===== src/design/sacpu_pkg.sv =====
package sacpu_pkg;

  localparam int unsigned WordBits   = 32;
  localparam int unsigned StackDepth = 1024;
  localparam int unsigned AddrW      = $clog2(StackDepth);
  localparam int unsigned CntW       = AddrW + 1;
  localparam int unsigned IpW        = 16;
  localparam int unsigned StepW      = $clog2(WordBits);

  typedef enum logic [4:0] {
    OP_LDC  = 5'd0,
    OP_LD   = 5'd1,
    OP_ALD  = 5'd2,
    OP_ST   = 5'd3,
    OP_AST  = 5'd4,
    OP_PUSH = 5'd5,
    OP_POP  = 5'd6,
    OP_JMP  = 5'd7,
    OP_JZ   = 5'd8,
    OP_ADD  = 5'd9,
    OP_SUB  = 5'd10,
    OP_MUL  = 5'd11,
    OP_DIV  = 5'd12,
    OP_LT   = 5'd13,
    OP_LE   = 5'd14,
    OP_GT   = 5'd15,
    OP_GE   = 5'd16,
    OP_EQ   = 5'd17,
    OP_NE   = 5'd18,
    OP_IN   = 5'd19,
    OP_OUT  = 5'd20,
    OP_ADDR = 5'd21,
    OP_CALL = 5'd22,
    OP_RET  = 5'd23
  } op_e;

  typedef enum logic [2:0] {
    ST_OK        = 3'd0,
    ST_BAD_OP    = 3'd1,
    ST_DIV_ZERO  = 3'd2,
    ST_OVERFLOW  = 3'd3,
    ST_UNDERFLOW = 3'd4
  } status_e;

  typedef struct packed {
    logic [4:0]         func;
    logic signed [31:0] operand;
    logic signed [31:0] in_value;
  } in_t;

  typedef struct packed {
    logic [IpW-1:0]     next_ip;
    logic signed [31:0] acc_value;
    logic               out_valid;
    logic               done_res;
    logic [2:0]         status;
  } out_t;

  typedef struct packed {
    logic                start;
    logic                is_div;
    logic [WordBits-1:0] a;
    logic [WordBits-1:0] b;
  } md_req_t;

  typedef struct packed {
    logic                done;
    logic [WordBits-1:0] result;
  } md_rsp_t;

endpackage


===== src/design/sacpu_muldiv.sv =====
module sacpu_muldiv (
  input  logic              clk_i,
  input  logic              rst_ni,
  input  sacpu_pkg::md_req_t req_i,
  output sacpu_pkg::md_rsp_t rsp_o
);
  import sacpu_pkg::*;

  logic [WordBits-1:0] x_q, x_d, y_q, y_d, z_q, z_d;
  logic [StepW-1:0]    step_q, step_d;
  logic                busy_q, busy_d, done_q, done_d, div_q, div_d, neg_q, neg_d;
  logic [WordBits:0]   rsh;
  logic                ge;
  logic [WordBits-1:0] mag_a, mag_b;

  assign mag_a = req_i.a[WordBits-1] ? (~req_i.a + 1'b1) : req_i.a;
  assign mag_b = req_i.b[WordBits-1] ? (~req_i.b + 1'b1) : req_i.b;
  assign rsh   = {z_q, y_q[WordBits-1]};
  assign ge    = rsh >= {1'b0, x_q};

  always_comb begin
    x_d = x_q; y_d = y_q; z_d = z_q;
    step_d = step_q; busy_d = busy_q; div_d = div_q; neg_d = neg_q;
    done_d = 1'b0;
    if (req_i.start) begin
      busy_d = 1'b1;
      step_d = '0;
      div_d  = req_i.is_div;
      neg_d  = req_i.a[WordBits-1] ^ req_i.b[WordBits-1];
      z_d    = '0;
      if (req_i.is_div) begin
        x_d = mag_b;   // divisor
        y_d = mag_a;   // dividend, shifts out while quotient shifts in
      end else begin
        x_d = req_i.a;
        y_d = req_i.b;
      end
    end else if (busy_q) begin
      if (div_q) begin
        z_d = ge ? WordBits'(rsh - {1'b0, x_q}) : rsh[WordBits-1:0];
        y_d = {y_q[WordBits-2:0], ge};
      end else begin
        z_d = y_q[0] ? (z_q + x_q) : z_q;
        x_d = {x_q[WordBits-2:0], 1'b0};
        y_d = {1'b0, y_q[WordBits-1:1]};
      end
      step_d = step_q + 1'b1;
      if (step_q == StepW'(WordBits - 1)) begin
        busy_d = 1'b0;
        done_d = 1'b1;
      end
    end
  end

  always_ff @(posedge clk_i or negedge rst_ni) begin
    if (!rst_ni) begin
      busy_q <= 1'b0;
      done_q <= 1'b0;
      step_q <= '0;
    end else begin
      busy_q <= busy_d;
      done_q <= done_d;
      step_q <= step_d;
    end
  end

  always_ff @(posedge clk_i) begin
    x_q   <= x_d;
    y_q   <= y_d;
    z_q   <= z_d;
    div_q <= div_d;
    neg_q <= neg_d;
  end

  assign rsp_o.done   = done_q;
  assign rsp_o.result = div_q ? (neg_q ? (~y_q + 1'b1) : y_q) : z_q;

endmodule


===== config.mk =====
export PLATFORM = sky130hd
export DESIGN_NAME = sacpu_muldiv
export DESIGN_NICKNAME = d
export VERILOG_FILES = /design/src/design/sacpu_pkg.sv /design/src/design/sacpu_muldiv.sv
export SDC_FILE = /design/constraint.sdc
export NUM_CORES = 1
export LEC_CHECK = 0
export ABC_AREA = 0
export BUFFER_PORTS_ARGS = -buffer_cell sky130_fd_sc_hd__buf_2
export CAP_MARGIN = 20
export CORE_ASPECT_RATIO = 1.1
export CORE_MARGIN = 2
export CORE_UTILIZATION = 39
export DETAILED_ROUTE_END_ITERATION = 12
export GPL_TIMING_DRIVEN = 0
export PLACE_DENSITY = 0.66
export REMOVE_ABC_BUFFERS = 1
export SETUP_SLACK_MARGIN = 0.2
export SLEW_MARGIN = 20
export SYNTH_ARGS = -nofsm -noshare
export SYNTH_HDL_FRONTEND = slang
export SYNTH_SLANG_ARGS = --single-unit
export TNS_END_PERCENT = 5

===== constraint.sdc =====
create_clock -name clk_i -period 7.9 [get_ports clk_i]
set_input_delay 0.79 -clock clk_i [delete_from_list [all_inputs] [get_ports clk_i]]
set_output_delay 0.79 -clock clk_i [all_outputs]
set_load 0.005 [all_outputs]

### Word level (Yosys, flattened, before mapping)

Cells that the tools add are included.

* $lt $le $gt $ge: 1
* multiplexer cells: 23
* bitwise gates (word level): 4
* add/sub/neg operators: 6
* eq/ne operators: 2
* reduce and logical (&&, ||, !) cells: 4

Operators with widths (number)
* two-way mux 32 bit: 15
* adder 32 x 1 -> 32 bit (second input constant): 3
* inverter 32 bit: 3
* >= comparator 33 x 32 -> 1 bit: 1
* adder 32 bit: 1
* subtractor 32 bit: 1
* two-way mux 5 bit: 2
* two-way mux 1 bit: 6
* adder 5 x 1 -> 5 bit (second input constant): 1
* == test 5 bit (second input constant): 1
* AND reduction 2 bit: 2
* nonzero test 2 bit: 2
* != test 2 bit (second input constant): 1
* bitwise XOR 1 bit: 1

* register bits after elaboration: 105
* word-level logic and storage cells: 48
* bits of input ports: 68

### Logic depth before layout (Yosys ltp)

Gate-level depths: netlist of the first run.

* depth in word-level cells: 5
* mapped depth: 14

### Worst setup path before layout of the first run

OpenSTA, ideal clock, no wires.

* path kind: register -> output
* start point: register y_q[5]
* end point: output port rsp_o[22] (netlist bit)
* required time: 7.110 ns
* path slack: 4.741 ns
* path buffers: 0
* stages on the path, launching flop included: 9
* arrival: 2.369 ns
* path through: edfxtp_1 -> nor4_1 -> nand2b_1 -> nand2b_1 -> or3_1 -> or2_2 -> o41ai_1 -> xor2_1 -> a21oi_1

RTL lines
* start, declared: line sacpu_muldiv.sv:9 `logic [WordBits-1:0] x_q, x_d, y_q, y_d, z_q, z_d;`
* start signal, assigned: line sacpu_muldiv.sv:69 `y_q <= y_d;`
* end, declared: line sacpu_muldiv.sv:5 `output sacpu_pkg::md_rsp_t rsp_o`

==> impl_metrics.env, run 1 <==
export IMPL_rows=65
export IMPL_finalCriticalPeriod_ps=4219
export IMPL_dp_hpwl_um=26190
export IMPL_htree_levels=3
export IMPL_start_kind="flop"
export IMPL_cts_tree="yes"
export IMPL_yosysTopAreaCell="edfxtp_1"
export IMPL_ys_ff_latch=105
export IMPL_antenna_found_initial=0
export IMPL_fillers=2941
export IMPL_numPortBuffers=100
export IMPL_slew_headroom=0.2875
export IMPL_power_density_nw_per_um2=266.2
export IMPL_critical_path_peak_fanout=5
export IMPL_crit_path_end_kind="output port"
export IMPL_synth_top_area_frac=0.1734
export IMPL_post_cts_resized=0
export IMPL_cts_hold_buffers=0
export IMPL_clockRootBuffer="clkbuf_16"
export IMPL_synth_area_sq_um=11430
export IMPL_worst_pin_slew_ps=1069
export IMPL_start_util=0.3970
export IMPL_finalSetupViolCount=0
export IMPL_cts_setup_buffers=0
export IMPL_grt_overflow=0
export IMPL_status="completed"
export IMPL_clock_latency_ps=360
export IMPL_grt_max_degree=90
export IMPL_num_antenna_cells=0
export IMPL_die_w_um=167.2
export IMPL_wirelength_um=33560
export IMPL_ys_flop_type="edfxtp_1"
export IMPL_drv_slew=0
export IMPL_via_per_inst=5.904
export IMPL_final_nets=1637
export IMPL_skew_ps=11.33
export IMPL_min_delay_path_class="input pin to async pin"
export IMPL_grt_setup_unrepaired="false"
export IMPL_hold_viol=0
export IMPL_grt_usage=0.2134
export IMPL_setup_worst_path_class="flop to output port"
export IMPL_synth_seq_area_share=0.2448
export IMPL_drc_errors=0
export IMPL_async_flop_share=0.06667
export IMPL_gp_congestion=0.8551
export IMPL_fin_crit_sh=0.5340
export IMPL_arrival_ps=3430
export IMPL_grt_pass1_wl_um=53350
export IMPL_ant_nets=0
export IMPL_clkTransAtPathRegs_ps=80
export IMPL_p_total_mw=3.321
export IMPL_synth_edff_count=66
export IMPL_peakVddDrop_uv=91.62
export IMPL_cts_sinks=105
export IMPL_syn_avg_cell_area_sq_um=7.759
export IMPL_drt_pre_antenna_iters=6
export IMPL_wl_per_cell_um=17.93
export IMPL_required_ps=7110
export IMPL_dieArea_sq_um=30690
export IMPL_drv_cap=0
export IMPL_setup_tns_ps=0
export IMPL_area_growth_pct=9.173
export IMPL_synthCells=1473
export IMPL_io_pins=101
export IMPL_drive_gt1_frac=0.09973
export IMPL_die_h_um=183.6
export IMPL_grt_pass1_vias=9971
export IMPL_fmax_ghz=0.2370
export IMPL_numCtsBuffers=9
export IMPL_drt_iter0_drc=743
export IMPL_yosys_warnings=0
export IMPL_power_leakage_nw=5.212
export IMPL_num_vias=11050
export IMPL_core_area_sq_um=28790
export IMPL_synth_area_leaders="edfxtp_1 (17%), xor2_1 (8.1%), ha_1 (7.4%)"
export IMPL_cts_buffer_depth=2
export IMPL_synth_distinct_cells=76
cells by family (layout without fill, tap and decap cells):
| group | count (synthesis) | after routing | synth area share |
|---|---|---|---|
| buf+inv | 153 | 184 | 0.05342 |
| simple gates | 472 | 472 | 0.1958 |
| compound gates | 481 | 481 | 0.2739 |
| fa+ha+maj | 70 | 70 | 0.07794 |
| xor+xnor | 133 | 133 | 0.1019 |
| mux | 59 | 59 | 0.05222 |
| flops | 105 | 105 | 0.2448 |
layout by cell type, fill, tap and decap left out, types with 33 or more instances in the layout:
| cell type | netlist | final |
|---|---|---|
| xor2_1 | 106 | 106 |
| edfxtp_1 | 66 | 66 |
| a21oi_1 | 105 | 105 |
| o211ai_1 | 61 | 61 |
| nand3_1 | 33 | 33 |
| nand2_1 | 153 | 153 |
| buf_2 | 4 | 98 |
| nor2_1 | 125 | 125 |
| nor3_1 | 40 | 40 |
| inv_1 | 58 | 57 |
| ha_1 | 68 | 68 |
| mux2i_1 | 54 | 54 |
| o21ai_0 | 125 | 125 |
through the flow:
step           setup slack [ps]  std cells    util  cell area, sq um  hold WS [ps]
2_1_floorplan              2770       1378       -             11040         493.0
5_1_grt                    3394       1872  0.4334             12480         252.3
3_5_place_dp               3871       1856  0.4238             12200         530.3
4_1_cts                    3694       1872  0.4334             12480         242.4
3_3_place_gp              582.6       1846  0.4167             12000         512.7
6_report                   3681       1872  0.4334             12480         252.2
cell usage after synthesis (5+ instances only):
cell	number
dfxtp_1	32
nand4_1	17
and2_1	6
a31oi_1	14
o22ai_1	5
nand3b_1	9
nor3_1	40
o211ai_1	61
xnor2_1	27
a211oi_1	19
clkbuf_1	68
xor2_1	106
buf_1	16
or4_1	10
o41ai_1	17
o31a_1	5
mux2_2	5
nor2_1	125
o21a_1	13
ha_1	68
nand2b_1	14
o21bai_1	8
nand3_1	33
nand2_1	153
or3_1	16
a21o_1	30
nor4_1	13
o31ai_1	32
mux2i_1	54
nor2b_1	14
or2_2	5
dfrtp_1	7
inv_1	58
a21oi_1	105
a21boi_0	5
o21ai_0	125
edfxtp_1	66
sequential cells by signal (all words and copies together), names as in the netlist:
signal,flops
busy_q,1
div_q,1
done_q,1
neg_q,1
step_q,5
x_q,32
y_q,32
z_q,32
final cells by class:
cell class                      instances  area (sq um)  area share
Clock inverter                          7         52.55    0.004211
Clock buffer                            9         225.2     0.01805
Sequential cell                       105          2798      0.2242
Inverter                               58         217.7     0.01745
Tap cell                              368         460.4     0.03690
Timing Repair Buffer                  110         696.9     0.05585
Multi-Input combinational cell       1215          8028      0.6433
worst max-delay path, cell delays in order, from the launching register on:
cell and delay (ps):
edfxtp_1 480, nor4_1 510, nand2b_1 180, nand2b_1 210, or3_1 450, or2_2 340
o41ai_1 360, xor2_1 150, a21oi_1 250, buf_2 160
power breakdown:
group	internal [mW]	total [mW]	switching, mW
combinational	0.809	2.01	1.20
clock	0.218	0.440	0.222
sequential	0.706	0.873	0.167
worst paths after layout:
check | start | end | slack, ps | cells past startpoint
setup / recovery | y_q[5] | rsp_o[22] | 3680 | 9
hold / removal | rst_ni | step_q[0] | 250 | 1
setup reg to reg | x_q[11] | z_q[20] | 3770 | 11
hold reg to reg | step_q[4] | step_q[4] | 540 | 2
max in group asynchronous | rst_ni | step_q[3] | 7490 | 1
min in group clk_i | step_q[4] | step_q[4] | 540 | 2
routing by layer:
layer / vias to the layer above / part of all wire / GRT usage
met5: - / 0 / 0
li1: 5504 / - / -
met4: 0 / 0.020 / 0.06157
met1: 5147 / 0.46 / 0.2932
met2: 361 / 0.47 / 0.3630
met3: 40 / 0.050 / 0.01335
No activity file was read; power rests on OpenSTA's default activity.
==> run 2, diff against run 1 <==
clock period = 4.1 ns   (was 7.9 ns; I/O delays follow)
==> impl_metrics.env, run 2 (synthesis gave the netlist of run 1 again) <==
export IMPL_drv_cap=0
export IMPL_skew_ps=12.21
export IMPL_clockRootBuffer="clkbuf_16"
export IMPL_grt_pass1_vias=9970
export IMPL_start_kind="flop"
export IMPL_finalCriticalPeriod_ps=3712
export IMPL_min_delay_path_class="input pin to async pin"
export IMPL_multiInputGateArea_sq_um=8085
export IMPL_clkTransAtPathRegs_ps=80
export IMPL_finalSetupViolCount=0
export IMPL_cts_setup_buffers=0
export IMPL_stdcell_count=1873
export IMPL_rows=65
export IMPL_dieArea_sq_um=30690
export IMPL_wl_per_cell_um=17.89
export IMPL_peakVddDrop_uv=216.8
export IMPL_drv_slew=0
export IMPL_drt_iter0_drc=718
export IMPL_dp_hpwl_um=26190
export IMPL_num_antenna_cells=0
export IMPL_setup_worst_path_class="flop to flop"
export IMPL_via_per_inst=5.862
export IMPL_crit_path_end_kind="flop"
export IMPL_ant_nets=0
export IMPL_fmax_ghz=0.2694
export IMPL_core_area_sq_um=28790
export IMPL_placed_area_sq_um=12200
export IMPL_grt_usage=0.2134
export IMPL_worst_slack_ps=387.7
export IMPL_start_util=0.3970
export IMPL_gp_congestion=0.8551
export IMPL_hold_ws_ps=403.1
export IMPL_grt_overflow=0
export IMPL_seqCellArea_sq_um=2798
export IMPL_clkPwrFrac=0.132
export IMPL_die_w_um=167.2
export IMPL_power_density_nw_per_um2=514.5
export IMPL_htree_levels=3
export IMPL_clock_latency_ps=360
export IMPL_slew_headroom=0.2868
export IMPL_hold_viol=0
export IMPL_finalInstanceArea_sq_um=12550
export IMPL_seqPwrFrac=0.261
export IMPL_final_nets=1638
export IMPL_p_sw_frac=0.4784
export IMPL_required_ps=4340
export IMPL_die_h_um=183.6
export IMPL_placed_cells=1856
export IMPL_numPortBuffers=100
export IMPL_grt_pass1_wl_um=53360
export IMPL_grt_max_degree=90
export IMPL_internal_power_mw=3.367
export IMPL_layout_common_cells="nand2_1 (153), o21ai_0 (125), nor2_1 (125)"
export IMPL_cts_tree="yes"
export IMPL_fillers=2935
export IMPL_final_core_util=0.4358
export IMPL_combPwrFrac=0.606
export IMPL_drive_gt1_frac=0.1030
export IMPL_wirelength_um=33520
export IMPL_drt_pre_antenna_iters=5
export IMPL_pre_cts_ws_ps=71.12
export IMPL_p_sw_mw=3.088
export IMPL_power_leakage_nw=5.215
export IMPL_area_growth_pct=9.765
export IMPL_antenna_found_initial=0
export IMPL_worst_pin_slew_ps=1070
export IMPL_io_pins=101
export IMPL_reg_largest_list="x_q x32, y_q x32, z_q x32"
export IMPL_critical_path_peak_fanout=29
export IMPL_cts_buffer_depth=2
export IMPL_mostFrequentLayoutCell="nand2_1"
export IMPL_arrival_ps=3950
export IMPL_cts_sinks=105
export IMPL_status="completed"
export IMPL_num_vias=10980
export IMPL_fin_crit_sh=0.9054
export IMPL_grt_setup_unrepaired="true"
export IMPL_numCtsBuffers=9
export IMPL_drc_errors=0
-- run 2: repair_timing --
| action | in CTS | in global routing |
|---|---|---|
| endpoints found under the hold margin | 7 | 0 |
| endpoints found under the setup margin | 13 | 27 |
| cloned | 0 | 0 |
| gates resized for setup | 1 | 9 |
| hold buffers | 1 | 0 |
-- run 2: layout make-up --
type,count,share of cell area
clock buffer,9,0.01795
clock inverter,7,0.004189
inverter,58,0.01735
multi-input combinational,1215,0.6445
sequential,105,0.2230
tap,368,0.03670
timing repair buffer,111,0.05635
-- run 2: layer usage --
metal / global-route usage / vias up / wire [um]
met3: 0.01335 / 39 / 1519
met5: 0 / - / 0
li1: - / 5495 / -
met2: 0.3630 / 348 / 15750
met4: 0.06157 / 0 / 703
met1: 0.2932 / 5097 / 15540
-- run 2: power by group through the flow --
stage / registers, mW / logic [mW] / clock network [mW]
3_3_place_gp: 1.72 / 3.73 / 0
3_5_place_dp: 1.69 / 3.79 / 0
4_1_cts: 1.67 / 3.83 / 0.858
6_report: 1.69 / 3.91 / 0.854
2_1_floorplan: 1.60 / 2.83 / 0
5_1_grt: 1.72 / 4.35 / 0.898
-- run 2: per-stage QoR --
stage,power [mW],TNS (ps)
3_3_place_gp,5.447,-199300
2_1_floorplan,4.426,-36360
6_report,6.455,0
3_5_place_dp,5.487,0
4_1_cts,6.361,0
5_1_grt,6.961,0
-- run 2: worst paths after layout --
check / from / to / slack [ps] / depth (start not counted)
min in group clk_i: req_i[29] / y_q[29] / 430 / 3
worst max register to register: x_q[12] / z_q[20] / 390 / 11
max in group asynchronous: rst_ni / step_q[3] / 3550 / 2
worst min-delay path: rst_ni / step_q[0] / 400 / 2
worst min register to register: step_q[4] / step_q[4] / 540 / 2
worst max-delay path: x_q[12] / z_q[20] / 390 / 11
-- run 2: worst max-delay path: stages, from the launching register on --
cell	delay, ps
edfxtp_1	350
inv_1	90
ha_2	440
and4_1	250
nand4_1	130
a211oi_2	270
nor3_1	140
o41a_1	530
o211ai_4	380
a21o_4	460
mux2i_1	140
a2111oi_1	390
